### src/hw/rtl/bole_pkg.sv
// Package with the types, codes and sizes of the ordered list engine.
`default_nettype none

package bole_pkg;

    localparam int CAPACITY   = 16;
    localparam int VALUE_BITS = 32;
    localparam int IDX_W      = $clog2(CAPACITY);
    localparam int CNT_W      = 5;
    localparam int ACTION_W   = 3;
    localparam int STATUS_W   = 3;
    localparam int S_FIELDS_W = ACTION_W + VALUE_BITS + CNT_W;
    localparam int S_TDATA_W  = ((S_FIELDS_W + 7) / 8) * 8;
    localparam int M_FIELDS_W = STATUS_W + CNT_W + CNT_W;
    localparam int M_TDATA_W  = ((M_FIELDS_W + 7) / 8) * 8;

    typedef enum logic [ACTION_W-1:0] {
        ACT_LENGTH   = 3'd0,
        ACT_INS_HEAD = 3'd1,
        ACT_INS_POS  = 3'd2,
        ACT_INS_TAIL = 3'd3,
        ACT_SEARCH   = 3'd4,
        ACT_DEL_HEAD = 3'd5,
        ACT_DEL_POS  = 3'd6,
        ACT_DEL_TAIL = 3'd7
    } action_t;

    typedef enum logic [STATUS_W-1:0] {
        ST_OK       = 3'd0,
        ST_FULL     = 3'd1,
        ST_EMPTY    = 3'd2,
        ST_RANGE    = 3'd3,
        ST_NOTFOUND = 3'd4
    } status_t;

    typedef struct packed {
        logic load;
        logic execute;
    } dp_cmd_t;

endpackage

`default_nettype wire

### src/hw/rtl/bole_ctrl.sv
// Sequencer of the ordered list engine: request intake, execute step, result valid.
`default_nettype none

module bole_ctrl
    import bole_pkg::*;
(
    input  wire logic    clk,
    input  wire logic    rst_n,
    input  wire logic    s_tvalid,
    output logic         s_tready,
    output logic         m_tvalid,
    input  wire logic    m_tready,
    output dp_cmd_t      cmd
);

    typedef enum logic {
        S_IDLE,
        S_EXEC
    } state_t;

    state_t state_reg;
    state_t state_next;
    logic   s_tready_reg;
    logic   s_tready_next;
    logic   m_tvalid_reg;
    logic   m_tvalid_next;

    always_comb
    begin
        state_next    = state_reg;
        s_tready_next = s_tready_reg;
        cmd.load      = 1'b0;
        cmd.execute   = 1'b0;
        m_tvalid_next = m_tvalid_reg && !m_tready;
        unique case (state_reg)
            S_IDLE:
            begin
                if (s_tvalid && s_tready_reg)
                begin
                    cmd.load      = 1'b1;
                    state_next    = S_EXEC;
                    s_tready_next = 1'b0;
                end
            end
            S_EXEC:
            begin
                if (!m_tvalid_reg || m_tready)
                begin
                    cmd.execute   = 1'b1;
                    m_tvalid_next = 1'b1;
                    state_next    = S_IDLE;
                    s_tready_next = 1'b1;
                end
            end
            default:
            begin
                state_next    = S_IDLE;
                s_tready_next = 1'b1;
            end
        endcase
    end

    always_ff @(posedge clk or negedge rst_n)
    begin
        if (!rst_n)
        begin
            state_reg    <= S_IDLE;
            s_tready_reg <= 1'b1;
            m_tvalid_reg <= 1'b0;
        end
        else
        begin
            state_reg    <= state_next;
            s_tready_reg <= s_tready_next;
            m_tvalid_reg <= m_tvalid_next;
        end
    end

    assign s_tready = s_tready_reg;
    assign m_tvalid = m_tvalid_reg;

endmodule

`default_nettype wire

### src/hw/rtl/bole_dp.sv
// Datapath of the ordered list engine: entry cells, length, limit and result register.
`default_nettype none

module bole_dp
    import bole_pkg::*;
(
    input  wire logic                 clk,
    input  wire logic                 rst_n,
    input  wire dp_cmd_t              cmd,
    input  wire logic [S_TDATA_W-1:0] s_tdata,
    input  wire logic                 cfg_valid,
    input  wire logic [CNT_W-1:0]     cfg_data,
    output logic      [M_TDATA_W-1:0] m_tdata
);

    action_t                       action_reg;
    logic signed [VALUE_BITS-1:0]  value_reg;
    logic [CNT_W-1:0]              pos_reg;
    logic signed [VALUE_BITS-1:0]  cell_reg  [CAPACITY];
    logic signed [VALUE_BITS-1:0]  cell_next [CAPACITY];
    logic signed [VALUE_BITS-1:0]  cell_prev [CAPACITY];
    logic signed [VALUE_BITS-1:0]  cell_succ [CAPACITY];
    logic [CNT_W-1:0]              count_reg;
    logic [CNT_W-1:0]              count_next;
    logic [CNT_W-1:0]              limit_reg;
    logic [CNT_W-1:0]              eff_limit;
    logic [CNT_W:0]                count_plus;
    logic [CAPACITY-1:0]           match;
    logic                          hit_any;
    logic [IDX_W-1:0]              hit_idx;
    logic [IDX_W-1:0]              op_idx;
    logic [IDX_W-1:0]              pos_idx;
    logic                          do_ins;
    logic                          do_del;
    status_t                       status;
    logic [CNT_W-1:0]              found;
    logic [M_TDATA_W-1:0]          result_reg;

    always_comb
    begin
        eff_limit  = (limit_reg > CNT_W'(CAPACITY)) ? CNT_W'(CAPACITY) : limit_reg;
        count_plus = {1'b0, count_reg} + (CNT_W+1)'(1);
        pos_idx    = IDX_W'(pos_reg - CNT_W'(1));

        for (int i = 0; i < CAPACITY; i++)
        begin
            match[i] = (cell_reg[i] == value_reg) && (CNT_W'(i) < count_reg);
        end

        // Priority encoder: the lowest matching cell wins.
        hit_any = 1'b0;
        hit_idx = '0;
        for (int i = CAPACITY - 1; i >= 0; i--)
        begin
            if (match[i])
            begin
                hit_any = 1'b1;
                hit_idx = IDX_W'(i);
            end
        end

        status = ST_OK;
        found  = '0;
        do_ins = 1'b0;
        do_del = 1'b0;
        op_idx = '0;
        unique case (action_reg) inside
            ACT_INS_HEAD, ACT_INS_POS, ACT_INS_TAIL:
            begin
                if (count_reg >= eff_limit)
                begin
                    status = ST_FULL;
                end
                else if (action_reg == ACT_INS_HEAD)
                begin
                    do_ins = 1'b1;
                end
                else if (action_reg == ACT_INS_TAIL)
                begin
                    do_ins = 1'b1;
                    op_idx = count_reg[IDX_W-1:0];
                end
                else if ((pos_reg != '0) && ({1'b0, pos_reg} <= count_plus))
                begin
                    do_ins = 1'b1;
                    op_idx = pos_idx;
                end
                else
                begin
                    status = ST_RANGE;
                end
            end
            ACT_SEARCH:
            begin
                if (count_reg == '0)
                begin
                    status = ST_EMPTY;
                end
                else if (hit_any)
                begin
                    found = {1'b0, hit_idx} + CNT_W'(1);
                end
                else
                begin
                    status = ST_NOTFOUND;
                end
            end
            ACT_DEL_HEAD, ACT_DEL_POS, ACT_DEL_TAIL:
            begin
                if (count_reg == '0)
                begin
                    status = ST_EMPTY;
                end
                else if (action_reg == ACT_DEL_HEAD)
                begin
                    do_del = 1'b1;
                end
                else if (action_reg == ACT_DEL_TAIL)
                begin
                    do_del = 1'b1;
                    op_idx = IDX_W'(count_reg - CNT_W'(1));
                end
                else if ((pos_reg != '0) && (pos_reg <= count_reg))
                begin
                    do_del = 1'b1;
                    op_idx = pos_idx;
                end
                else
                begin
                    status = ST_RANGE;
                end
            end
            default:
            begin
            end
        endcase

        // Each cell takes its neighbor toward the head, its neighbor toward the tail,
        // the new value, or holds.
        cell_prev[0]          = value_reg;
        cell_succ[CAPACITY-1] = cell_reg[CAPACITY-1];
        for (int i = 1; i < CAPACITY; i++)
        begin
            cell_prev[i]   = cell_reg[i-1];
            cell_succ[i-1] = cell_reg[i];
        end
        for (int i = 0; i < CAPACITY; i++)
        begin
            cell_next[i] = cell_reg[i];
            if (do_ins && (IDX_W'(i) > op_idx))
            begin
                cell_next[i] = cell_prev[i];
            end
            else if (do_ins && (IDX_W'(i) == op_idx))
            begin
                cell_next[i] = value_reg;
            end
            else if (do_del && (IDX_W'(i) >= op_idx))
            begin
                cell_next[i] = cell_succ[i];
            end
        end

        if (do_ins)
        begin
            count_next = count_plus[CNT_W-1:0];
        end
        else if (do_del)
        begin
            count_next = count_reg - CNT_W'(1);
        end
        else
        begin
            count_next = count_reg;
        end
    end

    always_ff @(posedge clk or negedge rst_n)
    begin
        if (!rst_n)
        begin
            count_reg <= '0;
            limit_reg <= CNT_W'(CAPACITY);
        end
        else
        begin
            if (cmd.execute)
            begin
                count_reg <= count_next;
            end
            if (cfg_valid)
            begin
                limit_reg <= cfg_data;
            end
        end
    end

    always_ff @(posedge clk)
    begin
        if (cmd.load)
        begin
            action_reg <= action_t'(s_tdata[ACTION_W-1:0]);
            value_reg  <= s_tdata[ACTION_W +: VALUE_BITS];
            pos_reg    <= s_tdata[ACTION_W+VALUE_BITS +: CNT_W];
        end
        if (cmd.execute)
        begin
            for (int i = 0; i < CAPACITY; i++)
            begin
                cell_reg[i] <= cell_next[i];
            end
            result_reg <= {{(M_TDATA_W-M_FIELDS_W){1'b0}}, count_next, found, status};
        end
    end

    assign m_tdata = result_reg;

endmodule

`default_nettype wire

### src/hw/rtl/bounded_ordered_list_engine.sv
// Top level of the bounded ordered list engine.
`default_nettype none

// Keeps an ordered list of up to sixteen signed 32-bit values and answers one
// request at a time with one result (status, found position, length). Each
// request is accepted in the idle state and then executed in the execute state,
// in which every entry cell shifts or holds in parallel and a search resolves
// through a comparator per cell and a priority encoder. The next request is
// accepted in the cycle after execute, so a new request is not taken before the
// last one has executed. A result held in the output register that the
// downstream side has not taken delays only the execute step. The capacity
// limit register resets to sixteen and is written through the cfg channel,
// which is always ready.
module bounded_ordered_list_engine
    import bole_pkg::*;
(
    input  wire logic                 clk,
    input  wire logic                 rst_n,
    input  wire logic                 s_tvalid,
    output logic                      s_tready,
    // Fields from bit 0: action[2:0], value[34:3], position[39:35].
    input  wire logic [S_TDATA_W-1:0] s_tdata,
    output logic                      m_tvalid,
    input  wire logic                 m_tready,
    // Fields from bit 0: status[2:0], found_position[7:3], length[12:8].
    output logic      [M_TDATA_W-1:0] m_tdata,
    input  wire logic                 cfg_valid,
    output logic                      cfg_ready,
    input  wire logic [CNT_W-1:0]     cfg_data
);

    dp_cmd_t cmd;

    assign cfg_ready = 1'b1;

    bole_ctrl u_ctrl (
        .clk      (clk),
        .rst_n    (rst_n),
        .s_tvalid (s_tvalid),
        .s_tready (s_tready),
        .m_tvalid (m_tvalid),
        .m_tready (m_tready),
        .cmd      (cmd)
    );

    bole_dp u_dp (
        .clk       (clk),
        .rst_n     (rst_n),
        .cmd       (cmd),
        .s_tdata   (s_tdata),
        .cfg_valid (cfg_valid && cfg_ready),
        .cfg_data  (cfg_data),
        .m_tdata   (m_tdata)
    );

endmodule

`default_nettype wire

### config.mk
export PLATFORM = sky130hd
export DESIGN_NAME = bounded_ordered_list_engine
export DESIGN_NICKNAME = d
export VERILOG_FILES = /design/src/hw/rtl/bole_pkg.sv /design/src/hw/rtl/bole_ctrl.sv /design/src/hw/rtl/bole_dp.sv /design/src/hw/rtl/bounded_ordered_list_engine.sv
export SDC_FILE = /design/constraint.sdc
export NUM_CORES = 2
export LEC_CHECK = 0
export BUFFER_PORTS_ARGS = -buffer_cell sky130_fd_sc_hd__buf_2
export CORE_UTILIZATION = 45
export CTS_BUF_LIST = sky130_fd_sc_hd__clkbuf_2 sky130_fd_sc_hd__clkbuf_4 sky130_fd_sc_hd__clkbuf_8
export DETAILED_ROUTE_END_ITERATION = 6
export MAX_ROUTING_LAYER = met4
export PLACE_DENSITY = 0.6
export RECOVER_POWER = 100
export SETUP_SLACK_MARGIN = 0.2
export SKIP_CTS_REPAIR_TIMING = 1
export SKIP_LAST_GASP = 1
export SLEW_MARGIN = 25
export SYNTH_ARGS = -nofsm -noshare
export SYNTH_HDL_FRONTEND = slang
export SYNTH_SLANG_ARGS = --single-unit
### constraint.sdc
create_clock -name clk -period 7.5 [get_ports clk]
set_input_delay 1.125 -clock clk [delete_from_list [all_inputs] [get_ports clk]]
set_output_delay 1.125 -clock clk [all_outputs]
set_load 0.05 [all_outputs]
Yosys cells after proc, flatten, opt, wreduce, memory -nomap -nowiden
Memories as Yosys holds them, arrays and structs flattened.
Index checks and enable logic that the tools add are counted.
{"block": "totals", "regBits": 66, "mem_bits_rw": 512, "input_bits": 50, "output_inout_bits": 19, "n_memories": 1}
{"memory": "u_dp.cell_reg", "depth": 16, "width": 32, "rd": 16, "rd_ports_with_merged_regs": 0, "wr": 16, "line_no": "bole_dp.sv:19", "source": "logic signed [VALUE_BITS-1:0] cell_reg [CAPACITY];"}
{"block": "classes", "addsub": 4, "order_cmp": 51, "n_eq_ne": 40, "mux": 125, "bitwise_logic": 3, "n_reduce_logical": 77}
{"operator": "2-to-1 mux 32 bit", "n": 47}
{"operator": "== test 32 bit", "n": 16}
{"operator": "2-to-1 mux 4 bit", "n": 24}
{"operator": "logical AND 1 bit", "n": 67}
{"operator": "< comparator 4 x 5 -> 1 bit, first input constant", "n": 8}
{"operator": "2-to-1 mux 1 bit", "n": 37}
{"operator": "== test 4 bit, first input constant", "n": 8}
{"operator": "greater-than comparator 4 bit, first input constant", "n": 8}
{"operator": "greater-or-equal comparator 4 bit, first input constant", "n": 7}
{"operator": "2-to-1 mux 3 bit", "n": 8}
{"operator": "< comparator 3 x 5 -> 1 bit, first input constant", "n": 4}
{"operator": "== test 3 x 4 -> 1 bit, first input constant", "n": 4}
{"operator": "greater-or-equal comparator 3 x 4 -> 1 bit, first input constant", "n": 4}
{"operator": "greater-than comparator 3 x 4 -> 1 bit, first input constant", "n": 4}
{"operator": "2-to-1 mux 5 bit", "n": 3}
{"operator": "== test 3 bit, second input constant", "n": 4}
{"operator": "< comparator 1 x 5 -> 1 bit, first input constant", "n": 2}
{"operator": "< comparator 2 x 5 -> 1 bit, first input constant", "n": 2}
{"operator": "one-hot mux 3 bit (3 select lines)", "n": 1}
{"operator": "OR reduction 3 bit", "n": 3}
{"operator": "== test 2 x 4 -> 1 bit, first input constant", "n": 2}
{"operator": "greater-or-equal comparator 1 x 4 -> 1 bit, first input constant", "n": 2}
{"operator": "greater-or-equal comparator 2 x 4 -> 1 bit, first input constant", "n": 2}
{"operator": "greater-than comparator 1 x 4 -> 1 bit, first input constant", "n": 2}
{"operator": "24 further kinds", "n": 31}

Logic depth before layout (Yosys ltp)
An unclocked memory read counts as a cell.
{"block": "depth", "depth_word": 22, "mapped_depth": 17, "depth_no_buf": 13}

Modules after synthesis
Synthesis repeated with hierarchy kept, for this count alone.
{"block": "hier_totals", "cells_unflattened": 3440, "hier_area_um2": 34787.1}
{"module": "bole_dp", "n_inst": 1, "cells_per_inst": 3427, "area_each_um2": 34647.0, "seq_area_each_um2": 17217.8}
{"module": "bole_ctrl", "n_inst": 1, "cells_per_inst": 11, "area_each_um2": 128.9, "seq_area_each_um2": 76.3}
{"module": "bounded_ordered_list_engine", "n_inst": 1, "cells_per_inst": 2, "area_each_um2": 11.3, "seq_area_each_um2": 0.0}

Least setup slack after synthesis
No wires, ideal clock.
{"block": "synth_path", "path_type": "register -> register", "startpoint": "register, netlist name u_dp.count_reg[2]", "endpoint": "memory u_dp.cell_reg[8][0] (netlist: u_dp.cell_reg[1][0]), enable pin", "setup_time_ns": 0.470, "arrival_time_ns": 7.234, "slack_ns": -0.204, "stages_incl_launch_ff": 15, "n_path_buf": 3, "path_cell_list": "dfrtp_1 clkbuf_1 clkbuf_1 nand2_1 xnor2_1 ha_1 and4_1 a221o_1 o21bai_4 o211ai_2 a31o_2 buf_4 nand3_2 a21oi_1 a21boi_0"}
{"item": "end: declaration", "line_no": "bole_dp.sv:19"}

==> results_dict.tcl <==
set metrics [dict create \
    die_w_um 283.6 \
    reg2reg_to "u_dp.cell_reg[1][84]" \
    drc 0 \
    io_pins 69 \
    final.setup.tns_ps 0 \
    grt_max_degree 97 \
    tightest_slew_ps 2108 \
    netlist-cell-type-count 79 \
    finalHoldViolCount 0 \
    largest_reg_flops 512 \
    setup_viol 0 \
    crit_path_start "u_dp.count_reg[2]" \
    htree_levels 3 \
    crit_fanout 44 \
    via_per_inst 6.349 \
    power_density_nw_per_um2 174.4 \
    syn_inst 3090 \
    antenna_found_initial 1 \
    wl_per_cell_um 29.06 \
    row_count 102 \
    worst_slack_ps 1261 \
    cp_data_required_time_ps 7960 \
    ys.flop_type "edfxtp_1" \
    drv_cap 10 \
    cts_buffer_depth 3 \
    yosys_register_bits 578 \
    hold_path_class "in2async" \
    arrival_ps 6700 \
    clock_latency_ps 750 \
    num_vias 26652 \
    violations "max-capacitance violations, max-slew violations" \
    place_ws_ps 2136 \
    relSlewSlack -0.4054 \
    core_um2 77980 \
    outcome "finished, violations left" \
    area_growth_pct 8.768 \
    drive_above_1_share 0.2146 \
    globalplace.congestion 0.9386 \
    worstSetupEndpointType "flop" \
    placed_area_um2 36890 \
    timing.fmax_mhz 160.3 \
    finalCritPeriodShare 0.8318 \
    track_usage 0.3042 \
    vdd_drop_max_v 0.0001045 \
    cts_root_buffer "clkbuf_8" \
    wl_um 122000 \
    syn_area_um2 35690 \
    ff2ff_path_depth 13 \
    ant_nets 0 \
    grt_pass1_wl_um 177800 \
    clock_skew_ps 40.26 \
    first_pass_iters 6 \
    die_y_um 283.6 \
    timing.rr.start "u_dp.count_reg[2]" \
    initial_core_util 0.4577 \
    synth_area_leaders "edfxtp_1 48%, mux2_2 10%, xor2_1 6.8%" \
    dieArea_um2 80440 \
    dpl.hpwl_um 86060 \
    seq_area_frac_synth 0.4846 \
    cts_made_buffers 104 \
    fin_area_um2 38820 \
    synth_edf_count 565 \
    synth-async-reset-ratio 0.02249 \
    cts_tree "done" \
    layout.nets 3140 \
    yosys_warnings 0 \
    maxSlewViolCount 427 \
    crit_path_start_kind "flop" \
    grt_overflow 0 \
    timing.final.crit_period_ps 6239 \
    drt_iter0_drc 3386 \
    grt_pass1_vias 25617 \
    clkTransAtPathRegs_ps 60 \
    synth.avg_cell_area_um2 11.55 \
    p_leak_nw 13.34 \
    synth.top_cell.area_share 0.4754 \
    rsz0062_at_grt "no" \
    worst-setup-path-type "reg2reg" \
    numClockSinks 578 \
    endpoint "u_dp.cell_reg[1][84]" \
    yosys.area.top_type "edfxtp_1" \
    port_buffers 64 \
    ff2ff_setup_slack_ps 1260 \
]
## synthesized netlist by cell type, types with 64 or more instances
library cell and instances:
xor2_1 277, xnor2_1 248, nor4_1 79, mux2_2 329, o21ai_0 71, and2_1 68, nand2_1 190, clkbuf_1 153
a221o_1 64, buf_2 107, nor2_1 124, a21oi_1 137, mux2i_1 95, edfxtp_1 565, nand4_1 76, o22ai_1 67
## cell usage in the layout (no fill, tap or decap), drive strengths merged, types with 11 or more instances in the layout
cell type / n
and2: 69
ha: 21
a2bb2oi: 32
clkbuf: 188
mux2i: 95
nor4: 85
nor2: 126
nor3: 56
a221o: 64
clkinv: 28
nand2b: 11
xor2: 277
mux2: 386
a21oi: 139
a31oi: 38
dfrtp: 11
inv: 23
o22ai: 67
nand2: 192
buf: 131
edfxtp: 565
xnor2: 248
nand4: 76
nand3: 38
o21ai: 87
## layout make-up
type | instances | area (um2)
fillers | 7017 | 39160
flip-flops and latches | 578 | 17290
multi-input cells | 2202 | 17050
clock buffers | 156 | 1853
well taps | 1040 | 1301
repair buffers | 163 | 1037
clock inverters | 35 | 196.4
inverters | 20 | 75.07
diodes | 4 | 10.01
## cells by family (layout without fill, tap and decap cells)
logic type	after synthesis	after routing	share of synthesized area
compound gates	480	480	0.09084
flops	578	578	0.4846
mux	481	481	0.1484
simple gates	691	691	0.09957
fa+ha+maj	21	21	0.007362
xor+xnor	525	525	0.1288
buf+inv	312	374	0.04014
other cells	2	8	0.0002104
## worst min-delay path by stage
stage                            startpoint                end  slack, ps  depth (start not counted)
after floorplan           u_dp.limit_reg[0]  u_dp.limit_reg[0]        470                          1
after global placement    u_dp.limit_reg[0]  u_dp.limit_reg[0]        490                          1
after detailed placement  u_dp.limit_reg[0]  u_dp.limit_reg[0]        500                          1
after CTS                             rst_n  u_dp.count_reg[3]        260                          1
after global routing                  rst_n  u_dp.count_reg[3]        510                          1
final                                 rst_n  u_dp.count_reg[3]        460                          1
## through the flow
stage                     hold slack, ps  std cells  power (W)    util
after floorplan                    472.6       3092   0.003777       -
after global placement             492.2       4000   0.003820  0.4725
after detailed placement           499.8       4002   0.003827  0.4731
after CTS                          256.0       4193   0.006806  0.4994
after global routing               506.9       4195   0.006959  0.4977
final                              459.3       4198   0.006771  0.4978
## metal layers
layer,GRT usage,share of wire,up-vias
met2,0.4214,0.42,1672
met3,0.05539,0.11,211
met1,0.4458,0.44,13353
met5,-,0,-
li1,-,-,11416
met4,0.09716,0.028,0
## worst max-delay path, cell delays in order (launching register included)
cell	delay [ps]
dfrtp_1	860
nand2_1	250
xnor2_1	190
ha_1	290
and4_1	200
a221o_1	370
o21bai_1	270
o211ai_1	440
a31oi_4	130
buf_4	310
nor4_1	360
clkbuf_1	1510
mux2_1	460
mux2_2	280
## where the power goes
group | total [W] | switching (W) | leakage (nW) | internal [W]
clock network | 0.00301 | 0.00140 | 1.09 | 0.00161
logic | 0.000235 | 0.000136 | 6.99 | 0.0000989
registers | 0.00353 | 0.00000139 | 5.27 | 0.00353
total | 0.00677 | 0.00154 | 13.3 | 0.00523
(Power assumes the default switching activity.)
